$ cat src/rtl/bors_pkg.sv
// ----------------------------------------------------------------------------
// bors_pkg
// Types and constants shared by the best-overlap region select unit.
// ----------------------------------------------------------------------------
package bors_pkg;

  localparam int unsigned DEF_MAX_REGIONS = 64;
  localparam int unsigned DEF_COORD_BITS  = 16;

  localparam int unsigned FIELD_W = 16;  // edge field width on the ports
  localparam int unsigned SLOT_W  = 6;
  localparam int unsigned CNT_W   = 7;   // region_count register width
  localparam int unsigned AREA_W  = 32;

  typedef enum logic [0:0] {
    OP_LOAD  = 1'b0,
    OP_QUERY = 1'b1
  } op_e;

  typedef struct packed {
    op_e                op;
    logic [SLOT_W-1:0]  slot;
    logic [FIELD_W-1:0] box_left;
    logic [FIELD_W-1:0] box_top;
    logic [FIELD_W-1:0] box_right;
    logic [FIELD_W-1:0] box_bottom;
    logic               visible;
  } item_t;

  typedef struct packed {
    logic              found;
    logic [SLOT_W-1:0] match_slot;
    logic [AREA_W-1:0] match_area;
  } result_t;

  // controller -> datapath
  typedef struct packed {
    logic load;     // write the region table
    logic capture;  // latch query box, clear best, rewind scan index
    logic issue;    // read the entry at the scan index and advance
  } cmd_t;

  // datapath -> controller
  typedef struct packed {
    logic scan_none;   // accepted query searches no entry
    logic last_issue;  // scan index is at the last searched entry
    logic pipe_empty;  // no entry in flight in the area pipeline
  } sts_t;

endpackage

$ cat src/rtl/bors_ctrl.sv
// ----------------------------------------------------------------------------
// bors_ctrl
// Sequencer: takes items, walks the scan, drains the pipeline, reports.
// ----------------------------------------------------------------------------
module bors_ctrl import bors_pkg::*; (
  input  logic clk_i,
  input  logic rst_ni,
  input  logic start_i,
  input  op_e  op_i,
  input  sts_t sts_i,
  output cmd_t cmd_o,
  output logic busy_o,
  output logic done_o
);

  typedef enum logic [3:0] {
    S_IDLE   = 4'b0001,
    S_SCAN   = 4'b0010,
    S_DRAIN  = 4'b0100,
    S_REPORT = 4'b1000
  } state_e;

  state_e state_q, state_d;
  logic   accept;

  assign busy_o = (state_q != S_IDLE);
  assign accept = start_i && !busy_o;
  assign done_o = (state_q == S_REPORT);

  always_comb begin
    state_d       = state_q;
    cmd_o         = '0;
    case (state_q)
      S_IDLE: begin
        if (accept) begin
          if (op_i == OP_LOAD) begin
            cmd_o.load = 1'b1;
          end else begin
            cmd_o.capture = 1'b1;
            state_d       = sts_i.scan_none ? S_REPORT : S_SCAN;
          end
        end
      end
      S_SCAN: begin
        cmd_o.issue = 1'b1;
        if (sts_i.last_issue) begin
          state_d = S_DRAIN;
        end
      end
      S_DRAIN: begin
        if (sts_i.pipe_empty) begin
          state_d = S_REPORT;
        end
      end
      S_REPORT: begin
        state_d = S_IDLE;
      end
      default: begin
        state_d = S_IDLE;
      end
    endcase
  end

  always_ff @(posedge clk_i or negedge rst_ni) begin
    if (!rst_ni) begin
      state_q <= S_IDLE;
    end else begin
      state_q <= state_d;
    end
  end

endmodule

$ cat config.mk
export PLATFORM = sky130hd
export DESIGN_NAME = bors_ctrl
export DESIGN_NICKNAME = d
export VERILOG_FILES = /design/src/rtl/bors_pkg.sv /design/src/rtl/bors_ctrl.sv
export SDC_FILE = /design/constraint.sdc
export NUM_CORES = 1
export LEC_CHECK = 0
export BUFFER_PORTS_ARGS = -buffer_cell sky130_fd_sc_hd__buf_4
export CAP_MARGIN = 25
export CELL_PAD_IN_SITES_DETAIL_PLACEMENT = 0
export CELL_PAD_IN_SITES_GLOBAL_PLACEMENT = 1
export CORE_AREA = 5 5 42 44
export CTS_CLUSTER_SIZE = 10
export DETAILED_ROUTE_END_ITERATION = 8
export DIE_AREA = 0 0 47 49
export PLACE_DENSITY_LB_ADDON = 0.2
export SLEW_MARGIN = 20
export SYNTH_ARGS = -nofsm -noshare
export SYNTH_HDL_FRONTEND = slang
export SYNTH_SLANG_ARGS = --single-unit
$ cat constraint.sdc
create_clock -name clk_i -period 3.25 [get_ports clk_i]
set_input_delay 0.8125 -clock clk_i [delete_from_list [all_inputs] [get_ports clk_i]]
set_output_delay 0.8125 -clock clk_i [all_outputs]
set_load 0.01 [all_outputs]
==> key figures, run 1 <==
Status
  • Run status: completed

STA
  • Slew headroom: 0.736
  • Slew at the pin closest to its max-slew limit: 0.387 ns
  • Highest clock frequency the design can meet: 390 MHz
  • Number of endpoints failing setup at the final stage: 0
  • Post-route minimum period: 2.56 ns
  • Share of the clock period used by the worst path: 0.789
  • Final total negative setup slack: 0 ns
  • Final Max Slew Viols: 0
  • Number of hold violations in the final report: 0
  • Setup repair after global routing missed its margin: false
  • Fin Clk Skew: 0.0110 ns
  • Fin Hold WS: 0.357 ns

Setup path
  • Type of origin of the critical path: flip-flop
  • Setup Crit Path Kind: flip-flop to output pin
  • Kind of capture point of the worst setup path: output pin
  • Critical Path Fanout Max: 8
  • Required time of the critical path: 2.44 ns
  • Endpoint arrival time on the critical path: 1.75 ns

Global route
  • Overall routing resource usage: 0.0622
  • Congestion Overflow GR: 0
  • Largest net degree at the start of global routing: 9
  • Number of antenna violations at the first check in global routing: 0
  • Vias in the first global route: 264
  • First-pass GRT wire length: 1010 um

Detailed routing
  • Uppermost metal layer occupied by signal nets: met3
  • Via count normalized by instance count: 4.51
  • Routed length on met3: 39 um
  • Wire length on met1: 260 um
  • Routed length on met2: 332 um
  • Routed wire length: 632 um
  • Detailed-routing iteration count for the pre-antenna-repair pass: 4
  • Final ANT Viol Nets: 0
  • Detailed Route Iter0 Violations: 4
  • Drc violations: 0
  • Average wire length per cell after detail routing: 11.5 um
  • Count of vias placed by the detailed router: 248

Pwr
  • Max rail drop VDD: 0.000180 V
  • Lkg Pwr: 0.000159 uW
  • Pwr dens: 445 nW/um2

Logic synthesis
  • Simple-gate portion of the synthesized area: 0.332
  • Post-synthesis sequential area ratio: 0.368
  • Area contributors post-synth: sky130_fd_sc_hd__dfrtp_1, sky130_fd_sc_hd__dfstp_2, sky130_fd_sc_hd__nor4b_1, sky130_fd_sc_hd__o31ai_4, sky130_fd_sc_hd__nor3b_2
  • Main combinational cell family by area after synthesis: simple AND/OR/NAND/NOR gates
  • Adder and majority gate portion of the synthesized area: 0
  • Share of Yosys cell area claimed by the top area cell type: 0.273
  • Multiplexer fraction of the synthesized cell area: 0
  • Post-synth top area cell: sky130_fd_sc_hd__dfrtp_1
  • Register bit total from synthesis: 4
  • Share of the synthesized netlist area taken by xor and xnor gates: 0.0318
  • Number of flops mapped to enable cells by yosys: 0
  • Top post-synthesis cells by count: sky130_fd_sc_hd__dfrtp_1, sky130_fd_sc_hd__nor4b_1, sky130_fd_sc_hd__buf_2, sky130_fd_sc_hd__nor2_1
  • Post-Syn Area: 275 um2
  • Flip-flop cell with the highest count after synthesis: sky130_fd_sc_hd__dfrtp_1
  • Post-synthesis compound-gate area fraction: 0.177
  • Ys Warns: 0
  • Synthesized instance count: 27
  • Post-synth cell types: 21
  • Post-synth net total: 34
  • Fraction of registers with async set or reset after synthesis: 1.00
  • Synth Area per Inst: 10.2 um2

Layout
  • Register name with the most flops: state_q
  • Inserted Diodes: 0
  • Layout Area Growth over Synthesis: 39.1%
  • Flip-flop count of the largest register, all copies and words added: 4
  • Fraction of final layout cells sized beyond drive strength 1: 0.436
  • Largest registers: state_q x4
  • Count of nets after finishing: 47

Placement
  • Hpwl dp: 492 um
  • Final Wtd Congestion: 0.782
  • Count of input and output buffers: 11

Die
  • Core Footprint: 1400 um2
  • Die area: 2300 um2
  • Initial core utilization: 0.196
  • Std cell rows: 14
  • I/O pin count: 12
  • Die X-Extent: 47 um
  • Overall die height: 49 um

Clock tree
  • Clock root buffer: sky130_fd_sc_hd__clkbuf_4
  • Post-cts sizing count: 0
  • Cts bufs inserted: 3
  • H-tree depth reported by CTS: 1
  • Buffers inserted during post-CTS setup optimization: 0
  • CTS hold repair buffers: 0
  • Worst-skew pair later-pin latency: 0.24 ns
  • TritonCTS clock tree: built
  • Clock sink count: 4
  • CTS max path bufs: 2
  • Clk pin slew, worst setup/hold paths: 0.04 ns

Run
  • Number of max-capacitance violations reported: 0

Worst hold path
  • Hold Crit Class: input pin to async pin
==> final timing paths <==
check                      startpoint  slack (ns)    endpoint  cells after the start
hold reg to reg            state_q[3]        0.56  state_q[2]                      1
hold / removal                 rst_ni        0.36  state_q[1]                      1
max in group asynchronous      rst_ni        2.69  state_q[0]                      1
setup reg to reg           state_q[1]        1.71  state_q[3]                      3
setup / recovery           state_q[1]        0.69    cmd_o[2]                      3
min in group clk_i         state_q[3]        0.56  state_q[2]                      1
==> critical path, cell delays in order, from the launching register on <==
cell and delay [ns]:
sky130_fd_sc_hd__dfrtp_1 0.47, sky130_fd_sc_hd__or4b_1 0.69, sky130_fd_sc_hd__nor3b_2 0.22, sky130_fd_sc_hd__buf_4 0.14
==> where the power goes <==
part / leakage, uW / internal [uW] / switching [uW]
Sequential: 0.0000514 / 55.2 / 7.48
Clock: 0.0000150 / 46.1 / 21.0
Combinational: 0.0000925 / 21.9 / 18.8
Total: 0.000159 / 123 / 47.2
==> metrics by stage <==
stage	power, uW	cell area [um2]	worst slack, ns	utilization	std cells
5_1_grt	181	383	0.593	0.273	55
2_1_floorplan	87.0	275	1.04	-	27
3_3_place_gp	104	357	0.946	0.254	51
3_5_place_dp	104	357	0.928	0.254	51
4_1_cts	173	383	0.678	0.273	55
6_report	170	383	0.687	0.273	55
==> cells by family after synthesis <==
family,after synthesis
AOI/OAI and AO/OA,5
and+or+nand+nor,13
buffers and inverters,4
DFF,4
xor gates and xnor gates,1
==> cells in the final DEF, fill, tap and decap left out, drive strengths merged <==
master	n
a31oi	1
dfrtp	3
a21oi	1
nor3	1
a2111oi	1
nor4b	3
o31ai	1
xnor2	1
or4b	1
nor2	2
clkbuf	4
nand2b	1
buf	11
nand3b	1
o21bai	1
nand3	1
dfstp	1
nand2	1
nor3b	2
inv	1
==> layout make-up <==
type | instances | area, um2
Inverter | 1 | 3.75
Tap cell | 16 | 20.0
Multi-Input combinational cell | 19 | 149
Sequential cell | 4 | 101
Timing Repair Buffer | 11 | 82.6
Fill cell | 154 | 1020
Clock buffer | 4 | 26.3
==> per-layer routing <==
| layer | up-vias | GRT usage |
|---|---|---|
| li1 | 124 | - |
| met1 | 116 | 0.0713 |
| met2 | 8 | 0.0928 |
| met3 | 0 | 0.0221 |
| met4 | 0 | 0.0415 |
| met5 | - | 0 |
(Power assumes the default switching activity.)
==> inputs of run 2 (changes only) <==
==> constraint.sdc (replaced) <==
create_clock -name clk_i -period 2.3 [get_ports clk_i]
set_input_delay 0.575 -clock clk_i [delete_from_list [all_inputs] [get_ports clk_i]]
set_output_delay 0.575 -clock clk_i [all_outputs]
set_load 0.01 [all_outputs]
==> key figures, run 2 (synthesis gave the netlist of run 1 again) <==
Detailed routing
  • Average wire length per cell after detail routing: 11.6 um (+1.0%)
  • Routed wire length: 650 um (+2.8%)
  • Via count normalized by instance count: 4.52 (+0.19%)
  • Detailed Route Iter0 Violations: 4 (unchanged)
  • Count of vias placed by the detailed router: 253 (+2.0%)
  • Final ANT Viol Nets: 0 (unchanged)
  • Detailed-routing iteration count for the pre-antenna-repair pass: 4 (unchanged)
  • Drc violations: 0 (unchanged)

Setup path
  • Required time of the critical path: 1.73 ns (-0.71 ns)
  • Endpoint arrival time on the critical path: 1.63 ns (-0.12 ns)
  • WP buf/inv: 1 (unchanged)
  • Critical path, cell by cell: or4b_4 -> nor3b_2 -> buf_4
  • Max stage delay cell, worst path: sky130_fd_sc_hd__dfstp_2
  • Cell family contributing the most delay on the critical path: simple AND/OR/NAND/NOR gates
  • Delay of the slowest cell on the worst path: 0.58 ns (-0.11 ns)
  • Type of origin of the critical path: flip-flop
  • Setup Crit Path Kind: flip-flop to output pin
  • Critical Path Fanout Max: 8 (unchanged)
  • Kind of capture point of the worst setup path: output pin

STA
  • Final total negative setup slack: 0 ns (unchanged)
  • Post-route minimum period: 2.20 ns
  • Number of hold violations in the final report: 0 (unchanged)
  • Slew headroom: 0.736 (about the same)
  • Number of endpoints failing setup at the final stage: 0 (unchanged)
  • Fin Hold WS: 0.119 ns (-0.238 ns)
  • Final Max Slew Viols: 0 (unchanged)
  • Fin Clk Skew: 0.0108 ns (-0.000237 ns)
  • Share of the clock period used by the worst path: 0.958
  • Setup repair after global routing missed its margin: false
  • Highest clock frequency the design can meet: 454 MHz
  • Slew at the pin closest to its max-slew limit: 0.386 ns (-0.000394 ns)

Status
  • Run status: completed

Worst hold path
  • Hold Crit Class: input pin to async pin

Clock tree
  • Clock sink count: 4 (unchanged)
  • TritonCTS clock tree: built
  • H-tree depth reported by CTS: 1 (unchanged)
  • CTS max path bufs: 2 (unchanged)
  • Worst-skew pair later-pin latency: 0.24 ns (about the same)
  • Cts bufs inserted: 3 (unchanged)
  • Clk pin slew, worst setup/hold paths: 0.04 ns (about the same)
  • Clock root buffer: sky130_fd_sc_hd__clkbuf_4

Layout
  • Layout Area Growth over Synthesis: 43.2%
  • Flip-flop count of the largest register, all copies and words added: 4 (unchanged)
  • Register name with the most flops: state_q
  • Inserted Diodes: 0 (unchanged)
  • Count of nets after finishing: 48 (+2.1%)
  • Final Core Density: 0.281 (+0.00804)
  • Commonest cells after routing, fill and taps aside: sky130_fd_sc_hd__buf_4, sky130_fd_sc_hd__nor4b_1, sky130_fd_sc_hd__clkbuf_4, sky130_fd_sc_hd__dfrtp_1, sky130_fd_sc_hd__nor2_1
  • Most common library cell in the layout ignoring fill and taps: sky130_fd_sc_hd__buf_4
  • Fraction of final layout cells sized beyond drive strength 1: 0.475 (+0.0391)
  • Largest registers: state_q x4

Die
  • Initial core utilization: 0.196 (unchanged)
  • Core Footprint: 1400 um2 (unchanged)
  • I/O pin count: 12 (unchanged)
  • Die area: 2300 um2 (unchanged)
  • Std cell rows: 14 (unchanged)
  • Overall die height: 49 um (unchanged)
  • Die X-Extent: 47 um (unchanged)

Pwr
  • Total power: 252 uW (+48%)
  • Max rail drop VDD: 0.000300 V (+66%)
  • Lkg Pwr: 0.000164 uW (+3.2%)
  • Pwr dens: 639 nW/um2 (+44%)

Global route
  • Congestion Overflow GR: 0 (unchanged)
  • Largest net degree at the start of global routing: 9 (unchanged)
  • Number of antenna violations at the first check in global routing: 0 (unchanged)
  • Vias in the first global route: 265 (+0.38%)
  • Overall routing resource usage: 0.0629 (+0.000707)
  • First-pass GRT wire length: 1020 um (+1.4%)

Placement
  • Hpwl dp: 492 um (unchanged)
  • Final Wtd Congestion: 0.782 (unchanged)
  • Count of input and output buffers: 11 (unchanged)

Run
  • Number of max-capacitance violations reported: 0 (unchanged)
## run 2: cell count changes in the layout (fill, tap and decap cells not counted), sizes merged
cell,previous run,this run
buf,11,12
## run 2: through the flow
step | worst slack (ns) | cell area (um2) | std cells
2_1_floorplan | 0.328 | 275 | 27
3_3_place_gp | 0.234 | 357 | 51
3_5_place_dp | 0.215 | 357 | 51
4_1_cts | 0.0537 | 387 | 55
5_1_grt | 0.00449 | 394 | 56
6_report | 0.0959 | 394 | 56
## run 2: layer usage
| layer | vias to the layer above | GRT usage | wire length, um |
|---|---|---|---|
| met4 | 0 | 0.0415 | 4 |
| li1 | 126 | - | - |
| met5 | - | 0 | 0 |
| met2 | 10 | 0.0928 | 339 |
| met1 | 115 | 0.0735 | 263 |
| met3 | 2 | 0.0221 | 43 |
## run 2: final timing paths
| check | start | endpoint | slack, ns | depth (start not counted) |
|---|---|---|---|---|
| max in group asynchronous | rst_ni | state_q[0] | 1.98 | 1 |
| worst max-delay path | state_q[0] | cmd_o[2] | 0.1 | 3 |
| worst max register to register | state_q[0] | state_q[3] | 0.74 | 4 |
| min in group clk_i | sts_i[2] | state_q[1] | 0.54 | 2 |
| worst min register to register | state_q[3] | state_q[2] | 0.58 | 1 |
| worst min-delay path | rst_ni | state_q[1] | 0.12 | 1 |
## run 2: cell type report
| class | count | area, um2 |
|---|---|---|
| fillers | 153 | 1010 |
| multi-input cells | 19 | 153 |
| flip-flops and latches | 4 | 101 |
| repair buffers | 12 | 90.1 |
| clock buffers | 4 | 26.3 |
| well taps | 16 | 20.0 |
| inverters | 1 | 3.75 |
## run 2: repair_timing
action                     CTS  global route
setup buffers                0             1
pin swaps                    0             0
gates resized for setup      1             0
setup endpoints to repair    1             1
hold buffers                 0             0
## run 2: power by group
group          switching (uW)  internal, uW
Clock                    30.0          65.1
Sequential               11.1          78.0
Combinational            28.0          39.7
## run 2: worst register-to-register path, stage by stage (launching register included)
cell and delay [ns]:
sky130_fd_sc_hd__dfstp_2 0.58, sky130_fd_sc_hd__or4b_4 0.50, sky130_fd_sc_hd__buf_4 0.17, sky130_fd_sc_hd__a21oi_1 0.11, sky130_fd_sc_hd__a2111oi_0 0.08
==> inputs of run 3 (changes only) <==
==> constraint.sdc (replaced) <==
create_clock -name clk_i -period 2.3 [get_ports clk_i]
set_input_delay 0.115 -clock clk_i [delete_from_list [all_inputs] [get_ports clk_i]]
set_output_delay 0.115 -clock clk_i [all_outputs]
set_load 0.01 [all_outputs]
==> key figures, run 3 (synthesis gave the netlist of run 1 again) <==
Status
  • Run status: completed

Detailed routing
  • Detailed Route Iter0 Violations: 4 (unchanged)
  • Final ANT Viol Nets: 0 (unchanged)
  • Average wire length per cell after detail routing: 11.3 um (-2.3%)
  • Detailed-routing iteration count for the pre-antenna-repair pass: 4 (unchanged)
  • Wire length on met1: 266 um (+1.1%)
  • Routed wire length: 635 um (-2.3%)
  • Routed length on met2: 332 um (-2.1%)
  • Uppermost metal layer occupied by signal nets: met3
  • Drc violations: 0 (unchanged)
  • Count of vias placed by the detailed router: 250 (-1.2%)
  • Routed length on met3: 35 um (-19%)
  • Via count normalized by instance count: 4.46 (-1.2%)

Global route
  • Overall routing resource usage: 0.0622 (-0.000707)
  • First-pass GRT wire length: 1010 um (-1.4%)
  • Largest net degree at the start of global routing: 9 (unchanged)
  • Vias in the first global route: 264 (-0.38%)
  • Congestion Overflow GR: 0 (unchanged)
  • Number of antenna violations at the first check in global routing: 0 (unchanged)

Placement
  • Final Wtd Congestion: 0.782 (unchanged)
  • Cell area after placement: 357 um2 (unchanged)
  • Hpwl dp: 492 um (unchanged)
  • Setup slack at placement: 0.675 ns (+0.460 ns)
  • Count of input and output buffers: 11 (unchanged)

Setup path
  • Type of origin of the critical path: flip-flop
  • Launch instance of the worst register-to-register path: state_q[1]
  • Endpoint arrival time on the critical path: 1.75 ns (+0.12 ns)
  • Worst reg2reg path depth: 3 (-1)
  • Delay of the slowest cell on the worst path: 0.69 ns (+0.11 ns)
  • Critical path, cell by cell: or4b_1 -> nor3b_2 -> buf_4
  • Critical Path Fanout Max: 8 (unchanged)
  • Setup Crit Path Kind: flip-flop to output pin
  • Required time of the critical path: 2.18 ns (+0.45 ns)
  • Max stage delay cell, worst path: sky130_fd_sc_hd__or4b_1
  • Setup slack of the worst register-to-register path: 0.76 ns (+0.02 ns)
  • Kind of capture point of the worst setup path: output pin
  • Launch point of the worst path: state_q[1]
  • End of the worst register-to-register path: state_q[3]
  • Critical Path Sink: cmd_o[2]

Layout
  • Most common library cell in the layout ignoring fill and taps: sky130_fd_sc_hd__buf_4
  • Flip-flop count of the largest register, all copies and words added: 4 (unchanged)
  • Layout Area Growth over Synthesis: 42.7%
  • Largest registers: state_q x4
  • Inserted Diodes: 0 (unchanged)
  • Fraction of final layout cells sized beyond drive strength 1: 0.425 (-0.0500)
  • Count of nets after finishing: 48 (unchanged)
  • Commonest cells after routing, fill and taps aside: sky130_fd_sc_hd__buf_4, sky130_fd_sc_hd__nor4b_1, sky130_fd_sc_hd__clkbuf_4, sky130_fd_sc_hd__dfrtp_1, sky130_fd_sc_hd__nor2_1
  • Post-layout instance area: 393 um2 (-0.32%)
  • Register name with the most flops: state_q

STA
  • Post-route minimum period: 1.87 ns (-0.339 ns)
  • Share of the clock period used by the worst path: 0.811 (-0.147)
  • Final total negative setup slack: 0 ns (unchanged)
  • Number of hold violations in the final report: 0 (unchanged)
  • Highest clock frequency the design can meet: 536 MHz (+18%)
  • Fin Clk Skew: 0.0110 ns (+0.000237 ns)
  • Number of endpoints failing setup at the final stage: 0 (unchanged)
  • Setup repair after global routing missed its margin: false
  • Post-route setup slack: 0.435 ns (+0.339 ns)
  • Final Max Slew Viols: 0 (unchanged)
  • Slew headroom: 0.736 (about the same)
  • Slew at the pin closest to its max-slew limit: 0.387 ns (+0.000394 ns)

Die
  • Initial core utilization: 0.196 (unchanged)
  • Core Footprint: 1400 um2 (unchanged)
  • Die X-Extent: 47 um (unchanged)
  • Overall die height: 49 um (unchanged)
  • I/O pin count: 12 (unchanged)
  • Die area: 2300 um2 (unchanged)
  • Std cell rows: 14 (unchanged)

Pwr
  • Total power: 242 uW (-3.9%)
  • Lkg Pwr: 0.000163 uW (-0.53%)
  • Max rail drop VDD: 0.000256 V (-15%)
  • Pwr dens: 616 nW/um2 (-3.6%)

Clock tree
  • CTS hold repair buffers: 1 (+1)
  • TritonCTS clock tree: built
  • Cts bufs inserted: 3 (unchanged)
  • H-tree depth reported by CTS: 1 (unchanged)
  • Clk pin slew, worst setup/hold paths: 0.04 ns (about the same)
  • Clock root buffer: sky130_fd_sc_hd__clkbuf_4
  • Buffers inserted during post-CTS setup optimization: 0 (unchanged)
  • CTS max path bufs: 2 (unchanged)
  • Worst-skew pair later-pin latency: 0.24 ns (about the same)
  • Clock sink count: 4 (unchanged)
  • Post-cts sizing count: 0 (-1)

Worst hold path
  • Hold Crit Class: input pin to flip-flop

Run
  • Number of max-capacitance violations reported: 0 (unchanged)
-- run 3: per-stage QoR --
| stage | cells | hold slack (ns) | util |
|---|---|---|---|
| after floorplan | 27 | -0.181 | - |
| after global placement | 51 | -0.0865 | 0.254 |
| after detailed placement | 51 | -0.0879 | 0.254 |
| after CTS | 56 | 0.0765 | 0.280 |
| after global routing | 56 | 0.0725 | 0.280 |
| final | 56 | 0.0779 | 0.280 |
-- run 3: cell type report --
cell class | instances | area, um2
sequential | 4 | 101
inverter | 1 | 3.75
timing repair buffer | 12 | 92.6
multi-input combinational | 19 | 149
tap | 16 | 20.0
clock buffer | 4 | 26.3
fill | 153 | 1010
-- run 3: routing by layer --
| layer | vias to the layer above | track usage |
|---|---|---|
| li1 | 126 | - |
| met4 | 0 | 0.0415 |
| met5 | - | 0 |
| met3 | 0 | 0.0221 |
| met1 | 116 | 0.0713 |
| met2 | 8 | 0.0928 |
-- run 3: worst min-delay path by stage --
stage | slack (ns) | startpoint | cells after the start | to
2_1_floorplan | -0.18 | rst_ni | 0 | state_q[1]
3_3_place_gp | -0.09 | rst_ni | 1 | state_q[3]
3_5_place_dp | -0.09 | rst_ni | 1 | state_q[1]
4_1_cts | 0.08 | sts_i[2] | 2 | state_q[1]
5_1_grt | 0.07 | sts_i[2] | 2 | state_q[1]
6_report | 0.08 | sts_i[2] | 2 | state_q[1]
-- run 3: critical path: cells and delay by family, from the launching register on --
family | cells | cell delay (ns)
AND/OR/NAND/NOR | 2 | 0.91
buffers and inverters | 1 | 0.14
flip-flops | 1 | 0.47
-- run 3: where the power goes --
part | internal [uW] | switching [uW] | leakage (uW)
registers | 78.1 | 10.6 | 0.0000514
clock network | 65.1 | 29.7 | 0.0000150
logic | 32.0 | 26.7 | 0.0000967
